--- src/rtl/vdlp_pkg.sv ---
// shared types, opcodes and helper functions for the vector display list processor
// no dependencies; compiled before the interfaces and the top level
package vdlp_pkg;

  localparam int STACK_DEPTH_DEF = 4;
  localparam logic [31:0] CENTER_RESET = 32'h0200_0000;
  localparam int PADDR_W = 3;

  localparam logic [2:0] OP_VCTR = 3'd0;
  localparam logic [2:0] OP_HALT = 3'd1;
  localparam logic [2:0] OP_SVEC = 3'd2;
  localparam logic [2:0] OP_STAT = 3'd3;
  localparam logic [2:0] OP_CNTR = 3'd4;
  localparam logic [2:0] OP_JSRL = 3'd5;
  localparam logic [2:0] OP_RTSL = 3'd6;
  localparam logic [2:0] OP_JMPL = 3'd7;

  localparam logic REQ_START = 1'b0;
  localparam logic REQ_BYTE  = 1'b1;

  localparam logic REG_CENTER_X = 1'b0;
  localparam logic REG_CENTER_Y = 1'b1;

  localparam logic [15:0] TIMER_FULL = 16'h8000;
  localparam logic [15:0] TIMER_SHORT = 16'h0100;
  localparam logic [15:0] PARK_CYCLES = 16'd8;
  localparam logic [15:0] FETCH_CYCLES = 16'd8;

  typedef enum logic [3:0] {
    S_IDLE, S_NORM, S_SCALE, S_CNTR, S_EXEC,
    S_MULX1, S_MULX2, S_MULY1, S_MULY2, S_BRIGHT, S_OUT
  } state_t;

  // one step of the beam timer
  function automatic logic [14:0] timer_shift(input logic [14:0] t, input logic svec);
    logic [14:0] s;
    s = {1'b1, t[14:1]};
    s[7] = s[7] | svec;
    return s;
  endfunction

  // fixed sequencer cost of each instruction
  function automatic logic [15:0] exec_cycles(input logic [2:0] op);
    logic [15:0] c;
    unique case (op)
      OP_VCTR, OP_SVEC: c = 16'd32;
      OP_HALT:          c = 16'd8;
      OP_STAT:          c = 16'd40;
      OP_CNTR, OP_JSRL: c = 16'd24;
      OP_RTSL:          c = 16'd16;
      OP_JMPL:          c = 16'd8;
      default:          c = 16'd8;
    endcase
    return c;
  endfunction

endpackage

--- src/rtl/vdlp_item_if.sv ---
// input and result channel interfaces for the vector display list processor
// no dependencies beyond the handshake itself
interface vdlp_item_if;
  logic       valid;
  logic       ready;
  logic       req_type;
  logic [7:0] byte_value;
  modport source (output valid, req_type, byte_value, input ready);
  modport sink (input valid, req_type, byte_value, output ready);
endinterface

interface vdlp_result_if;
  logic               valid;
  logic               ready;
  logic [15:0]        fetch_address;
  logic               point_valid;
  logic signed [31:0] point_x;
  logic signed [31:0] point_y;
  logic [3:0]         point_color;
  logic [7:0]         point_bright;
  logic               is_halted;
  logic [15:0]        spent_cycles;
  modport source (output valid, fetch_address, point_valid, point_x, point_y, point_color,
                  point_bright, is_halted, spent_cycles, input ready);
  modport sink (input valid, fetch_address, point_valid, point_x, point_y, point_color,
                point_bright, is_halted, spent_cycles, output ready);
endinterface

--- src/rtl/vector_display_list_processor.sv ---
// vector display list processor: one byte word in, one result word out
// a byte that completes nothing goes straight to S_OUT, a control instruction passes S_EXEC,
// a center S_NORM and S_CNTR, a vector S_NORM, S_SCALE, S_MULX1 to S_MULY2 and S_BRIGHT;
// normalize does up to 16 steps, scale up to 7, and 4 passes go through one shared multiplier
// one word at a time: ready again the cycle after the result is taken
// reset (rst, synchronous, active high) halts the processor; centers go to 0x02000000
// depends on vdlp_pkg and the channel interfaces
module vector_display_list_processor #(
  parameter int STACK_DEPTH = vdlp_pkg::STACK_DEPTH_DEF
) (
  input  logic                          clk,
  input  logic                          rst,
  vdlp_item_if.sink                     item,
  vdlp_result_if.source                 result,
  input  logic                          psel,
  input  logic                          penable,
  input  logic                          pwrite,
  input  logic [vdlp_pkg::PADDR_W-1:0]  paddr,
  input  logic [31:0]                   pwdata,
  output logic [31:0]                   prdata,
  output logic                          pready
);
  import vdlp_pkg::*;

  localparam int SP_IDX_W = $clog2(STACK_DEPTH);

  state_t state, state_next;

  logic [31:0] center_x, center_y;
  logic [2:0]  byte_phase, opcode;
  logic [12:0] delta_y, delta_x;
  logic        ydelta_top_bit;
  logic [3:0]  intensity_latch;
  logic [14:0] beam_timer;
  logic [7:0]  linear_scale;
  logic [2:0]  binary_scale;
  logic [7:0]  beam_level;
  logic [3:0]  beam_color;
  logic [3:0]  stack_pointer;
  logic [15:0] return_stack [STACK_DEPTH];
  logic [15:0] program_counter;
  logic [31:0] beam_x, beam_y;
  logic        halt_flag, parked;
  logic [4:0]  norm_cnt;
  logic [2:0]  scale_cnt;
  logic [15:0] move_cycles;
  logic signed [35:0] mul_p;

  logic               point_valid;
  logic [31:0]        point_x, point_y;
  logic [3:0]         point_color;
  logic [7:0]         point_bright;
  logic [15:0]        spent_cycles;

  // byte decode
  logic [2:0]  lat_op, lat_phase;
  logic [12:0] lat_dy, lat_dx;
  logic [3:0]  lat_il;
  logic        lat_top, lat_done;
  logic        accept;
  logic [7:0]  d;

  assign accept = item.valid && item.ready;
  assign d = item.byte_value;

  always_comb begin
    lat_op = opcode;
    lat_top = ydelta_top_bit;
    lat_il = intensity_latch;
    lat_dy = delta_y;
    lat_dx = delta_x;
    lat_phase = byte_phase;
    lat_done = 1'b0;
    if (byte_phase == 3'd0) begin
      lat_top = d[4];
      lat_op = d[7:5];
      lat_il = 4'd0;
      lat_dy = {d[4], d[3:0], 8'h00};
      lat_dx = 13'd0;
      lat_phase = 3'd1;
    end else if (opcode == OP_SVEC || (opcode == OP_VCTR && byte_phase == 3'd2)) begin
      lat_il = d[7:4];
      lat_dx = {d[4], d[3:0], delta_x[7:0]};
      lat_phase = byte_phase + 3'd1;
      lat_done = (opcode == OP_SVEC);
    end else if (opcode == OP_VCTR && byte_phase == 3'd3) begin
      lat_dx = {delta_x[12:8], d};
      lat_done = 1'b1;
    end else begin
      lat_dy = {delta_y[12:8], d};
      lat_phase = byte_phase + 3'd1;
      lat_done = (opcode != OP_VCTR);
    end
    if (lat_done) begin
      lat_phase = 3'd0;
    end
  end

  logic norm_go;
  assign norm_go = (delta_y[12] == delta_y[11]) && (delta_x[12] == delta_x[11])
                   && (norm_cnt < 5'd16);

  // shared multiplier
  logic signed [26:0] mul_a;
  logic signed [16:0] mul_b;
  logic signed [43:0] mul_prod;
  always_comb begin
    unique case (state)
      S_MULX1: begin
        mul_a = 27'($signed(delta_x[12:3]));
        mul_b = $signed({1'b0, move_cycles});
      end
      S_MULY1: begin
        mul_a = 27'($signed(delta_y[12:3]));
        mul_b = $signed({1'b0, move_cycles});
      end
      default: begin
        mul_a = mul_p[26:0];
        mul_b = $signed({9'd0, ~linear_scale});
      end
    endcase
    mul_prod = mul_a * mul_b;
  end

  logic [8:0]  dac;
  logic [16:0] lv_sum;
  always_comb begin
    dac = (intensity_latch[3] ? 9'd146 : 9'd0) + (intensity_latch[2] ? 9'd73 : 9'd0)
        + (intensity_latch[1] ? 9'd37 : 9'd0);
    lv_sum = {8'd0, dac} * {9'd0, beam_level} + 17'd128;
  end

  always_comb begin
    state_next = state;
    unique case (state)
      S_IDLE: begin
        if (accept) begin
          if (item.req_type == REQ_START || halt_flag || !lat_done) begin
            state_next = S_OUT;
          end else if (lat_op == OP_VCTR || lat_op == OP_SVEC || lat_op == OP_CNTR) begin
            state_next = S_NORM;
          end else begin
            state_next = S_EXEC;
          end
        end
      end
      S_NORM:   if (!norm_go) state_next = (opcode == OP_CNTR) ? S_CNTR : S_SCALE;
      S_SCALE:  if (scale_cnt == 3'd0) state_next = S_MULX1;
      S_CNTR:   state_next = S_OUT;
      S_EXEC:   state_next = S_OUT;
      S_MULX1:  state_next = S_MULX2;
      S_MULX2:  state_next = S_MULY1;
      S_MULY1:  state_next = S_MULY2;
      S_MULY2:  state_next = S_BRIGHT;
      S_BRIGHT: state_next = S_OUT;
      S_OUT:    if (result.ready) state_next = S_IDLE;
      default:  state_next = S_IDLE;
    endcase
  end

  always_ff @(posedge clk) begin
    if (rst) begin
      state <= S_IDLE;
    end else begin
      state <= state_next;
    end
  end

  always_ff @(posedge clk) begin
    if (rst) begin
      center_x <= CENTER_RESET;
      center_y <= CENTER_RESET;
    end else if (psel && penable && pwrite) begin
      if (paddr[2] == REG_CENTER_Y) begin
        center_y <= pwdata;
      end else begin
        center_x <= pwdata;
      end
    end
  end

  assign prdata = (paddr[2] == REG_CENTER_Y) ? center_y : center_x;
  assign pready = 1'b1;

  always_ff @(posedge clk) begin
    if (rst) begin
      byte_phase <= '0; opcode <= '0; delta_y <= '0; delta_x <= '0;
      ydelta_top_bit <= 1'b0; intensity_latch <= '0; beam_timer <= '0;
      linear_scale <= '0; binary_scale <= '0; beam_level <= '0; beam_color <= '0;
      stack_pointer <= '0; program_counter <= '0; beam_x <= '0; beam_y <= '0;
      halt_flag <= 1'b1; parked <= 1'b0;
      for (int i = 0; i < STACK_DEPTH; i++) return_stack[i] <= '0;
      norm_cnt <= '0; scale_cnt <= '0; move_cycles <= '0; mul_p <= '0;
      point_valid <= 1'b0; point_x <= '0; point_y <= '0; point_color <= '0;
      point_bright <= '0; spent_cycles <= '0;
    end else begin
      unique case (state)
        S_IDLE: begin
          if (accept) begin
            point_valid <= 1'b0; point_x <= '0; point_y <= '0;
            point_color <= '0; point_bright <= '0;
            norm_cnt <= '0;
            if (item.req_type == REQ_START) begin
              spent_cycles <= parked ? PARK_CYCLES : 16'd0;
              parked <= 1'b0;
              program_counter <= '0; stack_pointer <= '0;
              halt_flag <= 1'b0; byte_phase <= '0;
            end else if (halt_flag) begin
              spent_cycles <= '0;
            end else begin
              opcode <= lat_op; ydelta_top_bit <= lat_top; intensity_latch <= lat_il;
              delta_y <= lat_dy; delta_x <= lat_dx; byte_phase <= lat_phase;
              program_counter <= program_counter + 16'd1;
              spent_cycles <= FETCH_CYCLES + (lat_done ? exec_cycles(lat_op) : 16'd0);
            end
          end
        end
        S_NORM: begin
          if (norm_go) begin
            delta_y <= {delta_y[12], delta_y[10:0], 1'b0};
            delta_x <= {delta_x[12], delta_x[10:0], 1'b0};
            beam_timer <= timer_shift(beam_timer, opcode[1]);
            norm_cnt <= norm_cnt + 5'd1;
          end else begin
            if (opcode == OP_SVEC) beam_timer <= {7'd0, beam_timer[7:0]};
            scale_cnt <= binary_scale;
          end
        end
        S_SCALE: begin
          if (scale_cnt != 3'd0) begin
            beam_timer <= timer_shift(beam_timer, opcode[1]);
            scale_cnt <= scale_cnt - 3'd1;
          end else begin
            if (opcode == OP_SVEC) begin
              move_cycles <= TIMER_SHORT - {8'd0, beam_timer[7:0]};
            end else begin
              move_cycles <= TIMER_FULL - {1'b0, beam_timer};
            end
            beam_timer <= '0;
          end
        end
        S_CNTR: begin
          spent_cycles <= spent_cycles + (TIMER_FULL - {1'b0, beam_timer});
          beam_timer <= '0;
          beam_x <= center_x; beam_y <= center_y;
          point_valid <= 1'b1; point_x <= center_x; point_y <= center_y;
          halt_flag <= 1'b0;
        end
        S_EXEC: begin
          unique case (opcode)
            OP_HALT: begin
              halt_flag <= 1'b1;
              parked <= 1'b1;
            end
            OP_STAT: begin
              if (!ydelta_top_bit) begin
                beam_level <= delta_y[7:0];
                beam_color <= delta_y[11:8];
              end else begin
                linear_scale <= delta_y[7:0];
                binary_scale <= delta_y[10:8];
              end
            end
            OP_JSRL: begin
              return_stack[stack_pointer[SP_IDX_W-1:0]] <= program_counter;
              stack_pointer <= stack_pointer + 4'd1;
              program_counter <= {2'b00, delta_y, 1'b0};
            end
            OP_RTSL: begin
              stack_pointer <= stack_pointer - 4'd1;
              program_counter <= return_stack[SP_IDX_W'(stack_pointer - 4'd1)];
            end
            default: begin
              program_counter <= {2'b00, delta_y, 1'b0};
            end
          endcase
        end
        S_MULX1: begin
          spent_cycles <= spent_cycles + move_cycles;
          mul_p <= mul_prod[35:0];
        end
        S_MULX2: mul_p <= mul_prod[35:0];
        S_MULY1: begin
          beam_x <= beam_x + 32'(mul_p[35:4]);
          mul_p <= mul_prod[35:0];
        end
        S_MULY2: mul_p <= mul_prod[35:0];
        S_BRIGHT: begin
          beam_y <= beam_y - 32'(mul_p[35:4]);
          point_valid <= 1'b1;
          point_x <= beam_x;
          point_y <= beam_y - 32'(mul_p[35:4]);
          point_color <= beam_color;
          point_bright <= (lv_sum[16:8] > 9'd255) ? 8'hff : lv_sum[15:8];
          halt_flag <= 1'b0;
        end
        default: ;
      endcase
    end
  end

  assign item.ready = (state == S_IDLE);
  assign result.valid = (state == S_OUT);
  assign result.fetch_address = program_counter;
  assign result.point_valid = point_valid;
  assign result.point_x = point_x;
  assign result.point_y = point_y;
  assign result.point_color = point_color;
  assign result.point_bright = point_bright;
  assign result.is_halted = halt_flag;
  assign result.spent_cycles = spent_cycles;

endmodule

--- src/flat_wrapper.sv ---
// flat-port wrapper written by rule: the top's interface ports become plain ports
module vector_display_list_processor_flat import vdlp_pkg::*;
#(
  parameter int STACK_DEPTH = vdlp_pkg::STACK_DEPTH_DEF
)
  (clk, rst, psel, penable, pwrite, paddr, pwdata, prdata, pready, item_valid, item_req_type, item_byte_value, item_ready, result_valid, result_fetch_address, result_point_valid, result_point_x, result_point_y, result_point_color, result_point_bright, result_is_halted, result_spent_cycles, result_ready);
  vdlp_item_if item_i ();
  vdlp_result_if result_i ();
  input  logic clk;
  input  logic rst;
  input  logic psel;
  input  logic penable;
  input  logic pwrite;
  input  logic [vdlp_pkg::PADDR_W-1:0] paddr;
  input  logic [31:0] pwdata;
  output logic [31:0] prdata;
  output logic pready;
  input wire logic [$bits(item_i.valid)-1:0] item_valid;
  input wire logic [$bits(item_i.req_type)-1:0] item_req_type;
  input wire logic [$bits(item_i.byte_value)-1:0] item_byte_value;
  output wire logic [$bits(item_i.ready)-1:0] item_ready;
  output wire logic [$bits(result_i.valid)-1:0] result_valid;
  output wire logic [$bits(result_i.fetch_address)-1:0] result_fetch_address;
  output wire logic [$bits(result_i.point_valid)-1:0] result_point_valid;
  output wire logic [$bits(result_i.point_x)-1:0] result_point_x;
  output wire logic [$bits(result_i.point_y)-1:0] result_point_y;
  output wire logic [$bits(result_i.point_color)-1:0] result_point_color;
  output wire logic [$bits(result_i.point_bright)-1:0] result_point_bright;
  output wire logic [$bits(result_i.is_halted)-1:0] result_is_halted;
  output wire logic [$bits(result_i.spent_cycles)-1:0] result_spent_cycles;
  input wire logic [$bits(result_i.ready)-1:0] result_ready;
  assign item_i.valid = item_valid;
  assign item_i.req_type = item_req_type;
  assign item_i.byte_value = item_byte_value;
  assign item_ready = item_i.ready;
  assign result_valid = result_i.valid;
  assign result_fetch_address = result_i.fetch_address;
  assign result_point_valid = result_i.point_valid;
  assign result_point_x = result_i.point_x;
  assign result_point_y = result_i.point_y;
  assign result_point_color = result_i.point_color;
  assign result_point_bright = result_i.point_bright;
  assign result_is_halted = result_i.is_halted;
  assign result_spent_cycles = result_i.spent_cycles;
  assign result_i.ready = result_ready;
  vector_display_list_processor #(.STACK_DEPTH(STACK_DEPTH)) u_core (.clk(clk), .rst(rst), .item(item_i), .result(result_i), .psel(psel), .penable(penable), .pwrite(pwrite), .paddr(paddr), .pwdata(pwdata), .prdata(prdata), .pready(pready));
endmodule
--- config.mk ---
export PLATFORM = sky130hd
export DESIGN_NAME = vector_display_list_processor_flat
export DESIGN_NICKNAME = d
export VERILOG_FILES = /design/src/rtl/vdlp_pkg.sv /design/src/rtl/vdlp_item_if.sv /design/src/rtl/vector_display_list_processor.sv /design/src/flat_wrapper.sv
export SDC_FILE = /design/constraint.sdc
export NUM_CORES = 2
export LEC_CHECK = 0
export ABC_AREA = 1
export BUFFER_PORTS_ARGS = -buffer_cell sky130_fd_sc_hd__buf_2
export CAP_MARGIN = 20
export CORE_MARGIN = 2
export CORE_UTILIZATION = 35
export CTS_CLUSTER_DIAMETER = 60
export CTS_CLUSTER_SIZE = 16
export DETAILED_ROUTE_END_ITERATION = 8
export GPL_TIMING_DRIVEN = 0
export PLACE_DENSITY = 0.47
export SLEW_MARGIN = 10
export SYNTH_ARGS = -nofsm -noshare
export SYNTH_HDL_FRONTEND = slang
export SYNTH_SLANG_ARGS = --single-unit
export TNS_END_PERCENT = 5
--- constraint.sdc ---
create_clock -name clk -period 14.9 [get_ports clk]
set_clock_uncertainty 0.05 [all_clocks]
set_input_delay 1.49 -clock clk [delete_from_list [all_inputs] [get_ports clk]]
set_output_delay 1.49 -clock clk [all_outputs]
set_load 0.005 [all_outputs]
==> results.ini <==
[timing]
relSlewSlack_pct = 25.5
hold_viol = 0
timing.setup.tns_ps = 0
drv_slew = 0
timing.final.crit_share_pct = 58.3
tightest_slew_ps = 1120
period_minus_slack_ps = 8690
max_freq_mhz = 115
holdWs_ps = 396
grt_setup_unrepaired = no
finalSetupViolations = 0

[global_routing]
grt_pass1_wl_um = 224000
use_met1_pct = 35.2
grt_max_degree = 17
grt_usage_pct = 25.5
grt_pass1_vias = 35900
overflow = 0
use_met2_pct = 42.8
grtUsageMet3_pct = 2.34
top_usage_layer = met2
antenna_found_initial = 2

[floorplan]
die_w_um = 339
start_util_pct = 35.4
die_h_um = 339
coreArea_um2 = 111000
rows = 122
die-area_um2 = 115000
ioPinCount = 196

[clock_tree]
holdBufCountCts = 0
clock_tree.buffer_depth = 3
clkSinkCount = 443
cts_setup_buffers = 0
root_buffer = clkbuf_16
cts_made_buffers = 51
cts_resized = 0
htree_levels = 2
cts_tree = done
clk_pin_slew_ps = 70
clkLatencyLatePin_ps = 650

[logic_synthesis]
synthCells = 5411
seq_area_frac_synth_pct = 24.3
synth.largest_area_cell = fa_1
async_flop_share_pct = 0
synth-edff-count = 64
ys.flop_type = dfxtp_1
syn_area_per_cell_um2 = 7.24
synth_top_area_share_pct = 20.2
synth_seq_cells = 443
yosysWarnings = 0
synth_area_um2 = 39200
synth_nets = 6077
ys_top_cells_by_area = fa_1 (20%), dfxtp_1 (19%), nand2_1 (11%), inv_1 (10%), ha_1 (7.0%)
synth_cell_types = 56

[critical_path]
cpPeakStageDelay_ps = 740
worstPathArrival_ps = 9190
critPathKind = flop to flop
cpMostUsedCell = inv_1
r2r_start = u_core.state[0]
rrSetupSlack_ps = 6210
cp_max_fo = 10
cp-start-kind = flop
crit_slowest_cell = fa_1
reg2reg_to = u_core.mul_p[35]
required_ps = 15400
reg2regPathDepth = 30
endpoint_kind = flop

[routing]
wl_per_cell_um = 20.6
vias = 36300
drtPass1Iterations = 6
routed_wl_um = 148000
drtIter0Drc = 2730
drtAntennaViolNets = 0
vias_per_cell = 5.04
drc = 0

[place]
portBuffers = 191
place_area_um2 = 42100
place_congestion = 0.937
post-dp-hpwl_um = 124000

[worst_hold_path]
hold_path.class = flop to flop
min-delay-start = u_core.linear_scale[0]
min_path_cells = 2
hold_end = u_core.linear_scale[0]

[outcome]
status = finished clean

[cells_and_area]
drive_gt1_share_pct = 7.00
stdcell_area_um2 = 43900
final_nets = 6325
syn2layout_area_growth_pct = 12.0
nFillCells = 12100
n_antenna_cell = 0

[run]
maxCapViolCount = 0

## cells by family after synthesis
family                   Yosys count  synth area share [%]
AO/OA/AOI/OAI                   1004                  14.1
XOR/XNOR                          62                  1.39
adder cells (fa/ha/maj)          615                  27.2
buffers and inverters           1270                  12.2
flip-flops                       443                  24.3
other                              1               0.00957
AND/OR/NAND/NOR                 2016                  20.8
## final cells by class
class                   count  area (um^2)  area share [%]
repair buffers            195         1010            2.31
plain buffers             181          712            1.62
flip-flops and latches    443         9510            21.7
multi-input cells        3698        24900            56.7
clock buffers              55         1320            3.01
clock inverters            39          489            1.11
inverters                1089         4090            9.31
well taps                1488         1860            4.24
## critical path, delay by kind of cell (launching register included)
kind / cells / cell delay [ps]
buffers and inverters: 11 / 1730
DFF: 1 / 430
AOI/OAI and AO/OA: 5 / 1170
adders and majority gates: 7 / 3870
and+or+nand+nor: 7 / 1330
## state kept, by name, indices dropped and copies added (netlist names), 4 cells and up
register	flops
u_core.delta_y	13
u_core.state	4
u_core.return_stack	64
u_core.mul_p	36
u_core.result.point_y	32
u_core.center_y	32
u_core.result.point_bright	8
u_core.result.point_x	32
u_core.linear_scale	8
u_core.beam_level	8
u_core.beam_color	4
u_core.result.spent_cycles	16
u_core.move_cycles	16
u_core.result.point_color	4
u_core.beam_timer	15
u_core.beam_y	32
u_core.beam_x	32
u_core.center_x	32
u_core.norm_cnt	5
u_core.delta_x	13
u_core.result.fetch_address	16
## synthesized netlist by cell type (12+ instances only)
cell type	count
xor2_1	36
o21bai_1	12
a211oi_1	20
clkbuf_1	146
nor2_1	551
edfxtp_1	64
inv_2	36
o211ai_1	21
or2_2	14
nand4_1	32
nand2_1	1138
a21oi_1	396
xnor2_1	26
nand3b_1	13
o21ai_0	363
inv_1	1047
nand3_1	198
a31oi_1	72
o22ai_1	16
o221ai_1	14
ha_1	219
o21ai_1	25
buf_2	19
nor3_1	32
a22oi_1	14
dfxtp_1	379
fa_1	396
buf_1	14
## metal layers
layer | wire length, um | up-vias | share of wire (%)
li1 | - | 17500 | -
met1 | 68100 | 17700 | 46
met2 | 69100 | 907 | 47
met3 | 6740 | 165 | 4.6
met4 | 3960 | 0 | 2.7
met5 | 0 | - | 0
## placed cells by master, fill, tap and decap left out, drive strengths merged, types with 8 or more instances in the layout
master and instances:
nor3 37, xnor2 26, dfxtp 379, inv 1097, o21bai 12, nand3b 13, a22oi 14, o22ai 19
a211oi 20, o221ai 14, nand4 32, o21ai 390, clkinvlp 8, ha 219, o211ai 21, clkinv 18
a21oi 399, a21o 11, o21a 8, fa 396, xor2 36, a31oi 72, clkbuf 201, or2 16
nand2 1143, edfxtp 64, nand3 200, nor4 10, nor2 563, buf 230, a21boi 8
## worst max-delay path by stage
stage                                from                to  slack [ps]  cells after the start
final                     u_core.state[0]  u_core.mul_p[35]        6210                     30
after global routing      u_core.state[0]  u_core.mul_p[35]        5750                     30
after CTS                 u_core.state[0]  u_core.mul_p[35]        6040                     30
after detailed placement  u_core.state[0]  u_core.mul_p[35]        6090                     30
after global placement    u_core.state[0]  u_core.mul_p[35]        6020                     30
after floorplan           u_core.state[0]  u_core.mul_p[24]        8460                     29
## per-stage QoR
stage               worst slack, ps  util, %  instances
global placement               6020     37.9       7090
global route                   5750     39.6       7188
finish                         6210     39.6       7188
CTS                            6040     39.6       7188
floorplan                      8460        -       5411
detailed placement             6090     38.0       7094
Power is left out: the tool's default activity adds up to more than one toggle a clock period on the data nets, which glitch-free logic cannot reach.
